<file path="src/rtl/y86dec_pkg.sv">
// ----------------------------------------------------------------------------
// y86dec_pkg
// opcode table, mnemonic codes and shared types of the y86 instruction decoder
// ----------------------------------------------------------------------------
package y86dec_pkg;

    localparam int BYTE_W  = 8;
    localparam int MNEM_W  = 5;
    localparam int REG_W   = 4;
    localparam int IMM_W   = 32;
    localparam int LEN_W   = 3;
    localparam int COUNT_W = 3;

    // opcode bytes
    localparam logic [BYTE_W-1:0] OP_HALT   = 8'h00;
    localparam logic [BYTE_W-1:0] OP_NOP    = 8'h10;
    localparam logic [BYTE_W-1:0] OP_RRMOVL = 8'h20;
    localparam logic [BYTE_W-1:0] OP_CMOVG  = 8'h26;
    localparam logic [BYTE_W-1:0] OP_IRMOVL = 8'h30;
    localparam logic [BYTE_W-1:0] OP_RMMOVL = 8'h40;
    localparam logic [BYTE_W-1:0] OP_MRMOVL = 8'h50;
    localparam logic [BYTE_W-1:0] OP_ADDL   = 8'h60;
    localparam logic [BYTE_W-1:0] OP_XORL   = 8'h63;
    localparam logic [BYTE_W-1:0] OP_JMP    = 8'h70;
    localparam logic [BYTE_W-1:0] OP_JG     = 8'h76;
    localparam logic [BYTE_W-1:0] OP_CALL   = 8'h80;
    localparam logic [BYTE_W-1:0] OP_RET    = 8'h90;
    localparam logic [BYTE_W-1:0] OP_PUSHL  = 8'hA0;
    localparam logic [BYTE_W-1:0] OP_POPL   = 8'hB0;

    // mnemonic codes
    localparam logic [MNEM_W-1:0] MN_HALT   = 5'd0;
    localparam logic [MNEM_W-1:0] MN_NOP    = 5'd1;
    localparam logic [MNEM_W-1:0] MN_RRMOVL = 5'd2;
    localparam logic [MNEM_W-1:0] MN_IRMOVL = 5'd9;
    localparam logic [MNEM_W-1:0] MN_RMMOVL = 5'd10;
    localparam logic [MNEM_W-1:0] MN_MRMOVL = 5'd11;
    localparam logic [MNEM_W-1:0] MN_ADDL   = 5'd12;
    localparam logic [MNEM_W-1:0] MN_JMP    = 5'd16;
    localparam logic [MNEM_W-1:0] MN_CALL   = 5'd23;
    localparam logic [MNEM_W-1:0] MN_RET    = 5'd24;
    localparam logic [MNEM_W-1:0] MN_PUSHL  = 5'd25;
    localparam logic [MNEM_W-1:0] MN_POPL   = 5'd26;

    // instruction lengths
    localparam logic [LEN_W-1:0] LEN_ONE   = 3'd1;
    localparam logic [LEN_W-1:0] LEN_REG   = 3'd2;
    localparam logic [LEN_W-1:0] LEN_DEST  = 3'd5;
    localparam logic [LEN_W-1:0] LEN_FULL  = 3'd6;

    typedef struct packed {
        logic              known;
        logic [MNEM_W-1:0] mnemonic;
        logic [LEN_W-1:0]  length;
    } opclass_t;

    typedef struct packed {
        logic [MNEM_W-1:0] mnemonic;
        logic [REG_W-1:0]  reg_a;
        logic [REG_W-1:0]  reg_b;
        logic [IMM_W-1:0]  immediate;
        logic [LEN_W-1:0]  instr_length;
        logic              invalid;
    } result_t;

    function automatic opclass_t classify(input logic [BYTE_W-1:0] op);
        opclass_t c;
        c.known    = 1'b1;
        c.mnemonic = MN_HALT;
        c.length   = LEN_ONE;
        if (op == OP_HALT)
        begin
            c.mnemonic = MN_HALT;
        end
        else if (op == OP_NOP)
        begin
            c.mnemonic = MN_NOP;
        end
        else if (op >= OP_RRMOVL && op <= OP_CMOVG)
        begin
            c.mnemonic = MN_RRMOVL + {2'b00, op[2:0]};
            c.length   = LEN_REG;
        end
        else if (op == OP_IRMOVL)
        begin
            c.mnemonic = MN_IRMOVL;
            c.length   = LEN_FULL;
        end
        else if (op == OP_RMMOVL)
        begin
            c.mnemonic = MN_RMMOVL;
            c.length   = LEN_FULL;
        end
        else if (op == OP_MRMOVL)
        begin
            c.mnemonic = MN_MRMOVL;
            c.length   = LEN_FULL;
        end
        else if (op >= OP_ADDL && op <= OP_XORL)
        begin
            c.mnemonic = MN_ADDL + {3'b000, op[1:0]};
            c.length   = LEN_REG;
        end
        else if (op >= OP_JMP && op <= OP_JG)
        begin
            c.mnemonic = MN_JMP + {2'b00, op[2:0]};
            c.length   = LEN_DEST;
        end
        else if (op == OP_CALL)
        begin
            c.mnemonic = MN_CALL;
            c.length   = LEN_DEST;
        end
        else if (op == OP_RET)
        begin
            c.mnemonic = MN_RET;
        end
        else if (op == OP_PUSHL)
        begin
            c.mnemonic = MN_PUSHL;
            c.length   = LEN_REG;
        end
        else if (op == OP_POPL)
        begin
            c.mnemonic = MN_POPL;
            c.length   = LEN_REG;
        end
        else
        begin
            c.known = 1'b0;
        end
        return c;
    endfunction

endpackage

</file>
<file path="src/rtl/y86dec_byte_if.sv">
// ----------------------------------------------------------------------------
// y86dec_byte_if
// valid/ready channel carrying one code byte per transaction
// ----------------------------------------------------------------------------
interface y86dec_byte_if;
    logic                           valid;
    logic                           ready;
    logic [y86dec_pkg::BYTE_W-1:0]  code_byte;

    modport source (output valid, output code_byte, input ready);
    modport sink   (input valid, input code_byte, output ready);
endinterface

</file>
<file path="src/rtl/y86dec_result_if.sv">
// ----------------------------------------------------------------------------
// y86dec_result_if
// valid/ready channel carrying one decoded instruction per transaction
// ----------------------------------------------------------------------------
interface y86dec_result_if;
    logic                           valid;
    logic                           ready;
    logic [y86dec_pkg::MNEM_W-1:0]  mnemonic;
    logic [y86dec_pkg::REG_W-1:0]   reg_a;
    logic [y86dec_pkg::REG_W-1:0]   reg_b;
    logic [y86dec_pkg::IMM_W-1:0]   immediate;
    logic [y86dec_pkg::LEN_W-1:0]   instr_length;
    logic                           invalid;

    modport source (output valid, output mnemonic, output reg_a, output reg_b,
                    output immediate, output instr_length, output invalid,
                    input ready);
    modport sink   (input valid, input mnemonic, input reg_a, input reg_b,
                    input immediate, input instr_length, input invalid,
                    output ready);
endinterface

</file>
<file path="src/rtl/y86dec_in_stage.sv">
// ----------------------------------------------------------------------------
// y86dec_in_stage
// input register: holds one accepted code byte until the decode step takes it
// ----------------------------------------------------------------------------
module y86dec_in_stage (
    input  logic                           clk,
    input  logic                           rst_n,
    y86dec_byte_if.sink                    code_in,
    input  logic                           step,
    output logic                           byte_valid,
    output logic [y86dec_pkg::BYTE_W-1:0]  code_byte
);

    logic                           valid_reg;
    logic                           valid_next;
    logic [y86dec_pkg::BYTE_W-1:0]  byte_reg;
    logic                           take;

    // free when empty or when the held byte leaves this cycle
    assign code_in.ready = !valid_reg || step;
    assign take          = code_in.valid && code_in.ready;

    always_comb
    begin
        valid_next = valid_reg;
        if (take)
        begin
            valid_next = 1'b1;
        end
        else if (step)
        begin
            valid_next = 1'b0;
        end
    end

    always_ff @(posedge clk or negedge rst_n)
    begin
        if (!rst_n)
        begin
            valid_reg <= 1'b0;
        end
        else
        begin
            valid_reg <= valid_next;
        end
    end

    always_ff @(posedge clk)
    begin
        if (take)
        begin
            byte_reg <= code_in.code_byte;
        end
    end

    assign byte_valid = valid_reg;
    assign code_byte  = byte_reg;

endmodule

</file>
<file path="src/rtl/y86dec_decode.sv">
// ----------------------------------------------------------------------------
// y86dec_decode
// instruction assembly state: opcode, register byte, immediate and byte count
// ----------------------------------------------------------------------------
module y86dec_decode (
    input  logic                           clk,
    input  logic                           rst_n,
    input  logic                           step,
    input  logic [y86dec_pkg::BYTE_W-1:0]  code_byte,
    output logic                           res_valid,
    output y86dec_pkg::result_t            result
);

    logic [y86dec_pkg::COUNT_W-1:0] count_reg;
    logic [y86dec_pkg::COUNT_W-1:0] count_next;
    logic [y86dec_pkg::BYTE_W-1:0]  opcode_reg;
    logic [y86dec_pkg::BYTE_W-1:0]  opcode_next;
    logic [y86dec_pkg::BYTE_W-1:0]  regbyte_reg;
    logic [y86dec_pkg::BYTE_W-1:0]  regbyte_next;
    logic [y86dec_pkg::IMM_W-1:0]   imm_reg;
    logic [y86dec_pkg::IMM_W-1:0]   imm_next;

    y86dec_pkg::opclass_t           new_cls;
    y86dec_pkg::opclass_t           held_cls;
    logic [y86dec_pkg::COUNT_W-1:0] pos;
    logic [y86dec_pkg::COUNT_W-1:0] count_inc;

    assign new_cls   = y86dec_pkg::classify(code_byte);
    assign held_cls  = y86dec_pkg::classify(opcode_reg);
    assign count_inc = count_reg + 3'd1;
    assign pos       = (held_cls.length == y86dec_pkg::LEN_FULL) ? count_reg - 3'd2
                                                                  : count_reg - 3'd1;

    always_comb
    begin
        count_next   = count_reg;
        opcode_next  = opcode_reg;
        regbyte_next = regbyte_reg;
        imm_next     = imm_reg;
        res_valid    = 1'b0;
        result       = '0;
        result.instr_length = y86dec_pkg::LEN_ONE;

        if (step)
        begin
            if (count_reg == '0)
            begin
                if (!new_cls.known)
                begin
                    res_valid      = 1'b1;
                    result.invalid = 1'b1;
                end
                else if (new_cls.length == y86dec_pkg::LEN_ONE)
                begin
                    res_valid       = 1'b1;
                    result.mnemonic = new_cls.mnemonic;
                end
                else
                begin
                    opcode_next  = code_byte;
                    regbyte_next = '0;
                    imm_next     = '0;
                    count_next   = 3'd1;
                end
            end
            else if (held_cls.length < y86dec_pkg::LEN_REG
                     || count_reg >= held_cls.length)
            begin
                // inconsistent state, restart on the next opcode
                count_next = '0;
            end
            else
            begin
                if ((held_cls.length == y86dec_pkg::LEN_REG
                     || held_cls.length == y86dec_pkg::LEN_FULL) && count_reg == 3'd1)
                begin
                    regbyte_next = code_byte;
                end
                else
                begin
                    imm_next = imm_reg | ({24'b0, code_byte} << {pos[1:0], 3'b000});
                end

                if (count_inc == held_cls.length)
                begin
                    res_valid           = 1'b1;
                    result.mnemonic     = held_cls.mnemonic;
                    result.reg_a        = regbyte_next[7:4];
                    result.reg_b        = regbyte_next[3:0];
                    result.immediate    = imm_next;
                    result.instr_length = held_cls.length;
                    count_next          = '0;
                end
                else
                begin
                    count_next = count_inc;
                end
            end
        end
    end

    always_ff @(posedge clk or negedge rst_n)
    begin
        if (!rst_n)
        begin
            count_reg   <= '0;
            opcode_reg  <= '0;
            regbyte_reg <= '0;
            imm_reg     <= '0;
        end
        else
        begin
            count_reg   <= count_next;
            opcode_reg  <= opcode_next;
            regbyte_reg <= regbyte_next;
            imm_reg     <= imm_next;
        end
    end

endmodule

</file>
<file path="src/rtl/y86dec_out_stage.sv">
// ----------------------------------------------------------------------------
// y86dec_out_stage
// result register driving the output channel
// ----------------------------------------------------------------------------
module y86dec_out_stage (
    input  logic                  clk,
    input  logic                  rst_n,
    input  logic                  load,
    input  y86dec_pkg::result_t   result,
    output logic                  free,
    y86dec_result_if.source       result_out
);

    logic                 valid_reg;
    logic                 valid_next;
    y86dec_pkg::result_t  data_reg;

    assign free = !valid_reg || result_out.ready;

    always_comb
    begin
        valid_next = valid_reg;
        if (load)
        begin
            valid_next = 1'b1;
        end
        else if (result_out.ready)
        begin
            valid_next = 1'b0;
        end
    end

    always_ff @(posedge clk or negedge rst_n)
    begin
        if (!rst_n)
        begin
            valid_reg <= 1'b0;
        end
        else
        begin
            valid_reg <= valid_next;
        end
    end

    always_ff @(posedge clk)
    begin
        if (load)
        begin
            data_reg <= result;
        end
    end

    assign result_out.valid        = valid_reg;
    assign result_out.mnemonic     = data_reg.mnemonic;
    assign result_out.reg_a        = data_reg.reg_a;
    assign result_out.reg_b        = data_reg.reg_b;
    assign result_out.immediate    = data_reg.immediate;
    assign result_out.instr_length = data_reg.instr_length;
    assign result_out.invalid      = data_reg.invalid;

endmodule

</file>
<file path="src/rtl/y86_instruction_decoder_top.sv">
// ----------------------------------------------------------------------------
// y86_instruction_decoder_top
// decodes a y86 code byte stream into one result per complete instruction
// ----------------------------------------------------------------------------
//  channel     dir  payload                                         transaction
//  code_in     in   code_byte[7:0]                                  one code byte
//  result_out  out  mnemonic, reg_a, reg_b, immediate,              one instruction
//                   instr_length, invalid
//
//  one code byte per cycle while result_out does not stall; a byte passes input
//  register, decode and result register in that order, and the result register holds each result
//  the decode state updates each cycle a byte leaves the input register
//  reset clears the byte count and all held instruction fields
//  a stalled result_out holds the result register and backs up code_in
//  an unknown opcode gives one result flagged invalid and is skipped
// ----------------------------------------------------------------------------
module y86_instruction_decoder_top (
    input  logic               clk,
    input  logic               rst_n,
    y86dec_byte_if.sink        code_in,
    y86dec_result_if.source    result_out
);

    logic                           step;
    logic                           free;
    logic                           byte_valid;
    logic [y86dec_pkg::BYTE_W-1:0]  code_byte;
    logic                           res_valid;
    y86dec_pkg::result_t            result;

    assign step = byte_valid && free;

    y86dec_in_stage u_in_stage (
        .clk        (clk),
        .rst_n      (rst_n),
        .code_in    (code_in),
        .step       (step),
        .byte_valid (byte_valid),
        .code_byte  (code_byte)
    );

    y86dec_decode u_decode (
        .clk       (clk),
        .rst_n     (rst_n),
        .step      (step),
        .code_byte (code_byte),
        .res_valid (res_valid),
        .result    (result)
    );

    y86dec_out_stage u_out_stage (
        .clk        (clk),
        .rst_n      (rst_n),
        .load       (res_valid),
        .result     (result),
        .free       (free),
        .result_out (result_out)
    );

endmodule
</file>
<file path="src/flat_wrapper.sv">
// flat-port wrapper written by rule: the top's interface ports become plain ports
module y86_instruction_decoder_top_flat 
  (clk, rst_n, code_in_valid, code_in_code_byte, code_in_ready, result_out_valid, result_out_mnemonic, result_out_reg_a, result_out_reg_b, result_out_immediate, result_out_instr_length, result_out_invalid, result_out_ready);
  y86dec_byte_if code_in_i ();
  y86dec_result_if result_out_i ();
  input  logic clk;
  input  logic rst_n;
  input wire logic [$bits(code_in_i.valid)-1:0] code_in_valid;
  input wire logic [$bits(code_in_i.code_byte)-1:0] code_in_code_byte;
  output wire logic [$bits(code_in_i.ready)-1:0] code_in_ready;
  output wire logic [$bits(result_out_i.valid)-1:0] result_out_valid;
  output wire logic [$bits(result_out_i.mnemonic)-1:0] result_out_mnemonic;
  output wire logic [$bits(result_out_i.reg_a)-1:0] result_out_reg_a;
  output wire logic [$bits(result_out_i.reg_b)-1:0] result_out_reg_b;
  output wire logic [$bits(result_out_i.immediate)-1:0] result_out_immediate;
  output wire logic [$bits(result_out_i.instr_length)-1:0] result_out_instr_length;
  output wire logic [$bits(result_out_i.invalid)-1:0] result_out_invalid;
  input wire logic [$bits(result_out_i.ready)-1:0] result_out_ready;
  assign code_in_i.valid = code_in_valid;
  assign code_in_i.code_byte = code_in_code_byte;
  assign code_in_ready = code_in_i.ready;
  assign result_out_valid = result_out_i.valid;
  assign result_out_mnemonic = result_out_i.mnemonic;
  assign result_out_reg_a = result_out_i.reg_a;
  assign result_out_reg_b = result_out_i.reg_b;
  assign result_out_immediate = result_out_i.immediate;
  assign result_out_instr_length = result_out_i.instr_length;
  assign result_out_invalid = result_out_i.invalid;
  assign result_out_i.ready = result_out_ready;
  y86_instruction_decoder_top u_core (.clk(clk), .rst_n(rst_n), .code_in(code_in_i), .result_out(result_out_i));
endmodule
</file>
<file path="config.mk">
export PLATFORM = sky130hd
export DESIGN_NAME = y86_instruction_decoder_top_flat
export DESIGN_NICKNAME = d
export VERILOG_FILES = /design/src/rtl/y86dec_pkg.sv /design/src/rtl/y86dec_byte_if.sv /design/src/rtl/y86dec_result_if.sv /design/src/rtl/y86dec_in_stage.sv /design/src/rtl/y86dec_decode.sv /design/src/rtl/y86dec_out_stage.sv /design/src/rtl/y86_instruction_decoder_top.sv /design/src/flat_wrapper.sv
export SDC_FILE = /design/constraint.sdc
export NUM_CORES = 1
export LEC_CHECK = 0
export BUFFER_PORTS_ARGS = -buffer_cell sky130_fd_sc_hd__buf_4
export CAP_MARGIN = 10
export CELL_PAD_IN_SITES_DETAIL_PLACEMENT = 2
export CELL_PAD_IN_SITES_GLOBAL_PLACEMENT = 2
export CORE_MARGIN = 8
export CORE_UTILIZATION = 40
export DETAILED_ROUTE_END_ITERATION = 8
export HOLD_SLACK_MARGIN = 0.05
export PLACE_DENSITY = 0.79
export SLEW_MARGIN = 20
export SYNTH_ARGS = -nofsm -noshare
export SYNTH_HDL_FRONTEND = slang
export SYNTH_SLANG_ARGS = --single-unit
</file>
<file path="constraint.sdc">
create_clock -name clk -period 16.9 [get_ports clk]
set_input_delay 1.69 -clock clk [delete_from_list [all_inputs] [get_ports clk]]
set_output_delay 1.69 -clock clk [all_outputs]
set_load 0.03 [all_outputs]
</file>
Word-level counts from Yosys, hierarchy flattened. Index checks and enable logic that the tools add are counted. Widths: inputs -> output; s select.

Flip-flop bits (word level): 110. Output and inout port bits: 51. Logic and storage cells: 164.

Add/sub/neg operators: 9. Order comparisons: 14. Equality and inequality tests: 24. Shift operators: 1. Muxes and demuxes: 74. Bitwise gates (word level): 4. Reduce and logical (&&, ||, !) cells: 25.

Operators with widths (number): $mux 8 (23); $mux 32 (5); $mux 48 (2); $eq 8x8->1 const B (8); $mux 5 (9); $mux 3 (11); $eq 8x7->1 const B (4); $ge 8x7->1 const B (4); $le 8x7->1 const B (4); $or 32x32->32 (1); $shl 8x5->32 (1); $mux 1 (23); $eq 8x5->1 const B (2); $eq 8x6->1 const B (2); $ge 8x6->1 const B (2); $le 8x6->1 const B (2); $logic_not 8->1 (2); $add 4x2->5 const A (2); $add 5x3->5 const A (2); $logic_and 1x1->1 (9); $add 2x3->4 const A (2); $reduce_and 4->1 (2); $eq 3x1->1 const B (2); $ne 2x2->1 const B (3); 17 further kinds (24).

Longest topological paths before layout. Gate-level depths: netlist of run 1.

Word-level depth: 21. Mapped depth: 14. Depth with buffers taken out: 11.

Modules after synthesis. Synthesis of run 1 repeated with hierarchy kept, for this count alone.

Cells, all modules: 467. Area, all modules: 5208.7 um^2.

By module, submodules not included: y86dec_decode (instances 1, cells each 402, area each 3389.5 um^2, sequential area each 1276.2 um^2); y86dec_out_stage (instances 1, cells each 52, area each 1519.0 um^2, sequential area each 1496.4 um^2); y86dec_in_stage (instances 1, cells each 12, area each 294.0 um^2, sequential area each 265.3 um^2); y86_instruction_decoder_top (instances 1, cells each 1, area each 6.3 um^2, sequential area each 0.0 um^2).

Worst setup path before layout of run 1. OpenSTA, ideal clock, no wires.

Kind: reg-to-reg. Start point: reg u_core.u_decode.opcode_reg[7] (netlist name). End point: reg u_core.u_out_stage.data_reg (netlist bit u_core.u_out_stage.result_out.immediate[0]), enable pin. Data arrival time: 4.898 ns. Data required time: 16.492 ns. Setup slack: 11.594 ns. Cell stages (with the launch flop): 15. Path buffers: 4. Period minus slack after synthesis: 5.306 ns. Cell sequence: dfrtp_1 > buf_2 > or4b_1 > o21bai_2 > and3_1 > buf_2 > ha_1 > nand2b_1 > a21o_1 > a2111oi_2 > a21boi_2 > or4b_1 > buf_2 > buf_2 > nand2_1.

RTL lines: start, declared (RTL line y86dec_decode.sv:16) `logic [y86dec_pkg::BYTE_W-1:0] opcode_reg;`; start signal, assigned (RTL line y86dec_decode.sv:114) `opcode_reg <= opcode_next;`; end signal, assigned (RTL line y86dec_out_stage.sv:49) `data_reg <= result;`; end, declared (RTL line y86dec_out_stage.sv:16) `y86dec_pkg::result_t data_reg;`.

Final worst setup path of run 1.
Start point: reg u_core.u_decode.opcode_reg[0] (netlist name). End point: reg u_core.u_out_stage.data_reg (netlist bit u_core.u_out_stage.result_out.immediate[7]), enable pin.

Word-level cells in the longest chain between the ends: 18. Elaborated cells between the ends (all ways): 38. Those cells by class: order compare (8); eq/ne (9); mux (16); reduce/logical (5).

RTL lines: $eq 8x8->1 (RTL line y86dec_pkg.sv:123) `else if (op == OP_POPL)`; $mux 8 (RTL line y86dec_pkg.sv:123); $mux 8 (RTL line y86dec_pkg.sv:118) `else if (op == OP_PUSHL)`; $mux 3 (RTL line y86dec_pkg.sv:114) `else if (op == OP_RET)`; $mux 8 (RTL line y86dec_pkg.sv:109) `else if (op == OP_CALL)`; $mux 8 (RTL line y86dec_pkg.sv:104) `else if (op >= OP_JMP && op <= OP_JG)`; $mux 8 (RTL line y86dec_pkg.sv:99) `else if (op >= OP_ADDL && op <= OP_XORL)`; $mux 8 (RTL line y86dec_pkg.sv:94) `else if (op == OP_MRMOVL)`; (+3 left out); $mux 3 (RTL line y86dec_pkg.sv:75) `else if (op == OP_NOP)`; $mux 3 * (RTL line y86dec_pkg.sv:71) `if (op == OP_HALT)`; $lt 3x2->1 (tied with other cells) (RTL line y86dec_decode.sv:66) `else if (held_cls.length < y86dec_pkg::LEN_REG`; $logic_or 1x1->1 / $mux 1 (equally long branches) (RTL line y86dec_decode.sv:67, y86dec_decode.sv:84); $mux 1 * (RTL line y86dec_decode.sv:66); $mux 1 * (RTL line y86dec_decode.sv:46) `if (count_reg == '0)`; $mux 1 * (RTL line y86dec_decode.sv:44) `if (step)`; net u_core.res_valid (RTL line y86_instruction_decoder_top.sv:28) `logic res_valid;`.

Mark *: on every way through the listed nets, which the timed path passes. The rest lies on a longest branch. A chain may end at the register's enable or synchronous reset.

==> out/results.tsv, run 1 <==
metric	value	unit
status	complete, no violations	
dpl cell area	0.00561	mm²
postcts setup bufs	0	
Post-CTS Hold Buffers	0	
total power	0.000985	W
Post-DP HPWL	9690	µm
crit path max fanout	50	
Worst Setup End Kind	flip-flop	
clock sinks	110	
Post-Route Setup TNS	0	ps
vias per inst	5.65	
synthesis-stage register bit count	110	
gr ovfl total	0	
GR Layer Usage met1	23.2	%
largest net degree at the start of global routing	54	
# fillers	1282	
Synth Instances	438	
Max Fclk	0.180	GHz
I/O pin cnt	63	
r2r worst-path depth	13	
global-route wire length before repair	23100	µm
Setup-failing EPs final	0	
part of the Yosys area used for sequential elements	60.7	%
crit path kind	flip-flop to flip-flop	
Leak Pwr	2.32	nW
final worst path period share	32.9	%
post-CTS sizing	0	
Slew Limit Fails	0	
met2 usage	30.2	%
Synth Flop Type	edfxtp_1	
Port Buffers	62	
drc violations	0	
CP startpoint kind	flip-flop	
EDFF count, synth	57	
relative slew slack	29.7	%
Synth Cell Area	0.00500	mm²
DIE AREA	0.0163	mm²
Worst Path Arrival	5550	ps
non-filler instance count after layout	664	
DIE WIDTH	128	µm
Clk Latency, worst-skew pair	360	ps
Nets	508	
hold endpoint	u_core.u_decode.imm_reg[17]	
met3 GRT Util	3.74	%
most frequent cell after synthesis	nor2_1	
GPL Wtd Cong	0.889	
synth warn	0	
Initial Utilization	40.3	%
Num CTS Buffers	9	
vias	3749	
die height	128	µm
Worst Tran Pin Value	1060	ps
Commonest cells post-synth	nor2_1, edfxtp_1, dfrtp_1	
Reg2Reg Setup Slack	11340	ps
CTS Buffer Depth	2	
final wirelength	14300	µm
RR Endpoint	u_core.u_out_stage.result_out.immediate[7]	
CTS H-tree lvls	3	
Min-Delay Startpoint	u_core.u_decode.imm_reg[17]	
Routed Antenna Nets	0	
worst hold path stage count	2	
ys async rst share	48.2	%
P&R area growth vs syn	18.2	%
root buffer cell	clkbuf_16	
area leader, netlist	edfxtp_1	
most used routing layer	met2	
core area	0.0124	mm²
syn avg cell area	11.4	µm²
Rows	41	
post-synth cell types	52	
dpl cells	648	
initial antenna violation count	0	
vias in the first global route	4118	
top cell type's share of synthesized area	34.2	%
Final Skew	8.31	ps
n_diodes	0	
number of max-cap violations	0	
initial DRC count	181	
RR Startpoint	u_core.u_decode.opcode_reg[0]	
Final Hold Viols	0	
IR drop worst, VDD	0.0525	mV
post-route cell area	0.00591	mm²
share of cells above drive strength 1	20.3	%
Hold WC Path Type	flip-flop to flip-flop	
unrepaired setup endpoints after global routing	false	
GRT Util Overall	18.4	%
wire length per cell	21.6	µm
Required @ worst endpoint	16900	ps
largest cells by area after synthesis	edfxtp_1, dfrtp_1, nor2_1, a31oi_1, a21oi_1	
Power Density	167	mW/mm²
Final Critical Period	5560	ps
post-synthesis net count	459	
CTS tree	done	
CTS clk-pin slew, worst paths	80	ps
TritonRoute pass-1 iters	4	
-- through the flow --
stage / hold WS, ps / worst slack [ps] / utilization [%]
after floorplan: 463 / 11590 / -
after CTS: 505 / 11310 / 47.6
after global placement: 475 / 11660 / 45.2
after detailed placement: 487 / 11330 / 45.2
final: 499 / 11340 / 47.6
after global routing: 519 / 11040 / 47.6
-- cell usage in the layout (no fill, tap or decap), types with 3 or more instances in the layout --
cell / n
nor2b_1: 5
mux2i_1: 9
a31oi_1: 33
o22ai_1: 6
o21ai_0: 6
buf_4: 66
and2_1: 3
nand3_1: 10
o31ai_1: 3
nand2b_1: 9
clkinv_4: 3
clkbuf_16: 10
inv_1: 6
nor2_1: 78
nand3b_1: 4
a21oi_1: 38
a22o_1: 8
and3_1: 3
edfxtp_1: 57
a221oi_2: 4
mux2_2: 6
dfrtp_1: 53
ha_1: 9
nand2_1: 21
-- metal layers --
| layer | up-vias | part of all wire, % |
|---|---|---|
| met5 | - | 0 |
| met4 | 0 | 1.7 |
| met1 | 1949 | 46 |
| met3 | 15 | 4.3 |
| met2 | 75 | 48 |
| li1 | 1710 | - |
-- worst max-delay path by stage --
| stage | to | depth (start not counted) | startpoint | slack [ps] |
|---|---|---|---|---|
| 5_1_grt | u_core.u_out_stage.result_out.immediate[7] | 13 | u_core.u_decode.opcode_reg[0] | 11040 |
| 2_1_floorplan | u_core.u_out_stage.result_out.immediate[0] | 14 | u_core.u_decode.opcode_reg[7] | 11590 |
| 4_1_cts | u_core.u_out_stage.result_out.immediate[15] | 13 | u_core.u_decode.opcode_reg[0] | 11310 |
| 3_3_place_gp | u_core.u_out_stage.result_out.immediate[11] | 13 | u_core.u_decode.opcode_reg[0] | 11660 |
| 6_report | u_core.u_out_stage.result_out.immediate[7] | 13 | u_core.u_decode.opcode_reg[0] | 11340 |
| 3_5_place_dp | u_core.u_out_stage.result_out.immediate[10] | 13 | u_core.u_decode.opcode_reg[0] | 11330 |
-- cell families (layout without fill, tap and decap cells) --
| logic type | after synthesis | in the layout | synth area share, % |
|---|---|---|---|
| simple gates | 146 | 146 | 13.4 |
| fa+ha+maj | 9 | 9 | 2.25 |
| compound gates | 120 | 120 | 16.8 |
| flops | 110 | 110 | 60.7 |
| mux | 15 | 15 | 3.15 |
| buf+inv | 34 | 88 | 2.95 |
| xor+xnor | 4 | 4 | 0.700 |
-- power by group --
group	internal [W]	switching [W]	leakage [nW]	total [W]
Clock	0.000114	0.000101	0.149	0.000215
Sequential	0.000354	0.0000518	1.27	0.000406
Combinational	0.000121	0.000243	0.895	0.000364
-- area by class of cell --
class                      instances  area (µm²)  area share, %
clock buffer                      11         264           4.46
clock inverter                     5        38.8          0.656
inverter                           6        22.5          0.381
multi-input combinational        294        1840           31.1
sequential                       110        3040           51.4
tap                              172         215           3.64
timing repair buffer              66         495           8.38
-- critical path, cell delays in order, from the launching register on --
cell and delay, ps:
dfrtp_1 430, nor4_1 710, nand3_1 310, and3_1 460, ha_1 410, nand2b_1 180
a21o_1 220, a2111oi_4 340, buf_4 410, a21boi_2 270, or4b_1 450, buf_4 310
nand2_2 110, buf_4 550
Note: power is estimated with default switching activity, not from simulation.
==> inputs of run 2 (changes only) <==
- CORE_UTILIZATION: 40 -> 35
- PLACE_DENSITY: 0.79 -> 0.73
- clock period: 16.9 -> 5 ns (I/O delays scaled with it)
==> run 2 against run 1 <==
Against the previous run: sequential power grew to 3.4 times the previous value; flip-flop and latch count unchanged; combinational power increased to 3.5 times the previous value; critical path depth fell by 2; cell count increased by 1.8%; sequential share of layout area down 0.38 points; non-clock buffer count up 4; largest cell class unchanged; global-route usage is 1.4 points lower; hold slack got worse by 320 ps; die area grew 12%.
==> out/results.tsv, run 2 (same netlist as run 1, synthesis figures left out) <==
metric	value	unit	change
status	complete, no violations		unchanged
die height	136	µm	was 128 µm
Routed Antenna Nets	0		unchanged
clock sinks	110		unchanged
CTS tree	done		unchanged
initial DRC count	186		was 181
Final Hold Viols	0		unchanged
final worst path period share	92.1	%	was 32.9%
DIE WIDTH	136	µm	was 128 µm
Initial Utilization	35.9	%	was 40.3%
Post-Route Setup TNS	0	ps	unchanged
global-route wire length before repair	24100	µm	was 23,100 µm
Worst Tran Pin Value	872	ps	was 1060 ps
gr ovfl total	0		unchanged
Worst Path Arrival	4660	ps	was 5550 ps
crit path from	u_core.u_decode.opcode_reg[0]		unchanged
Leak Pwr	2.33	nW	was 2.32 nW
relative slew slack	41.9	%	was 29.7%
RR Startpoint	u_core.u_decode.opcode_reg[0]		unchanged
number of max-cap violations	0		unchanged
Clk Latency, worst-skew pair	350	ps	was 360 ps
Nets	512		was 508
Max Fclk	0.217	GHz	was 0.180 GHz
crit path max fanout	22		was 50
Setup-failing EPs final	0		unchanged
drc violations	0		unchanged
Rows	43		was 41
CTS H-tree lvls	3		unchanged
Post-CTS Hold Buffers	0		unchanged
GRT Util Overall	17.1	%	was 18.4%
core area	0.0139	mm²	was 0.0124 mm²
crit path kind	flip-flop to flip-flop		unchanged
vias per inst	5.49		was 5.65
postcts setup bufs	0		unchanged
Final Skew	5.80	ps	was 8.31 ps
IR drop worst, VDD	0.177	mV	was 0.0525 mV
TritonRoute pass-1 iters	4		unchanged
dpl cells	659		was 648
DIE AREA	0.0184	mm²	was 0.0163 mm²
Port Buffers	62		unchanged
CTS Buffer Depth	2		unchanged
CP startpoint kind	flip-flop		unchanged
CTS clk-pin slew, worst paths	70	ps	was 80 ps
Worst Setup End Kind	flip-flop		unchanged
initial antenna violation count	0		unchanged
wire length per cell	22.0	µm	was 21.6 µm
n_diodes	0		unchanged
multi-input logic area	0.00184	mm²	unchanged
vias	3713		was 3,749
commonest non-fill, non-tap cells in the layout	nor2_1, buf_4, edfxtp_1		unchanged
Power Density	556	mW/mm²	was 167 mW/mm²
FF/Latch Area	0.00304	mm²	unchanged
Hold WC Path Type	input pin to asynchronous set/reset pin		was flip-flop to flip-flop
commonest non-fill, non-tap cell in the layout	nor2_1		unchanged
share of cells above drive strength 1	20.8	%	was 20.3%
Final Critical Period	4610	ps	was 5560 ps
P&R area growth vs syn	19.1	%	was 18.2%
Num CTS Buffers	9		unchanged
Slew Limit Fails	0		unchanged
Post-DP HPWL	10400	µm	was 9690 µm
largest net degree at the start of global routing	54		unchanged
vias in the first global route	4197		was 4,118
unrepaired setup endpoints after global routing	false		unchanged
final wirelength	14900	µm	was 14,300 µm
I/O pin cnt	63		unchanged
Required @ worst endpoint	5060	ps	was 16,900 ps
GPL Wtd Cong	0.865		was 0.889
post-CTS sizing	0		unchanged
root buffer cell	clkbuf_16		unchanged
non-filler instance count after layout	676		was 664
# fillers	1432		was 1,282
-- run 2: changes by cell type in the layout (fill, tap and decap cells not counted) --
cell	before	now
buf_4	66	67
clkinv_4	3	1
clkbuf_8	1	0
clkinvlp_4	0	1
clkinv_1	1	2
clkbuf_16	10	9
buf_8	0	1
clkinv_2	0	1
inv_8	0	1
buf_12	0	2
-- run 2: metal layers --
| metal | global-route usage, % | wire (µm) |
|---|---|---|
| met5 | 0 | 0 |
| met4 | 6.66 | 305 |
| met3 | 3.15 | 565 |
| met2 | 29.6 | 7550 |
| met1 | 20.4 | 6450 |
-- run 2: worst paths after layout --
kind | to | slack (ps) | depth (start not counted)
min | u_core.u_decode.opcode_reg[2] | 180 | 1
max in group asynchronous | u_core.u_decode.regbyte_reg[3] | 4310 | 1
max | u_core.u_out_stage.result_out.reg_b[2] | 390 | 11
max reg2reg | u_core.u_out_stage.result_out.reg_b[2] | 390 | 11
min reg2reg | u_core.u_decode.imm_reg[21] | 500 | 2
min in group clk | u_core.u_in_stage.code_byte[2] | 320 | 1
-- run 2: power by group --
| group | internal (W) | switching (W) |
|---|---|---|
| clock network | 0.000340 | 0.000334 |
| logic | 0.000439 | 0.000817 |
| registers | 0.00120 | 0.000186 |
| total | 0.00198 | 0.00134 |
-- run 2: layout make-up --
type                            count  share of cell area [%]
Clock buffer                        9                    3.78
Clock inverter                      7                   0.819
Inverter                            6                   0.378
Multi-Input combinational cell    294                    30.9
Sequential cell                   110                    51.0
Tap cell                          180                    3.78
Timing Repair Buffer               70                    9.37
-- run 2: stage by stage --
step	setup slack, ps	total power, W	hold slack (ps)	utilization [%]	area [µm²]
after floorplan	168	0.00218	204	-	5000
final	394	0.00331	177	42.7	5960
after CTS	357	0.00336	228	42.6	5940
after global placement	513	0.00261	476	40.7	5670
after detailed placement	390	0.00266	492	40.7	5670
after global routing	163	0.00351	239	42.7	5960
-- run 2: critical path, stage by stage, from the launching register on --
cell and delay [ps]:
dfrtp_1 440, or4_1 570, a211o_1 410, and3_1 370
ha_1 410, nand2b_1 160, a21o_1 220, a2111oi_4 360
a21boi_2 250, or4b_1 500, nand2_2 390, buf_12 230
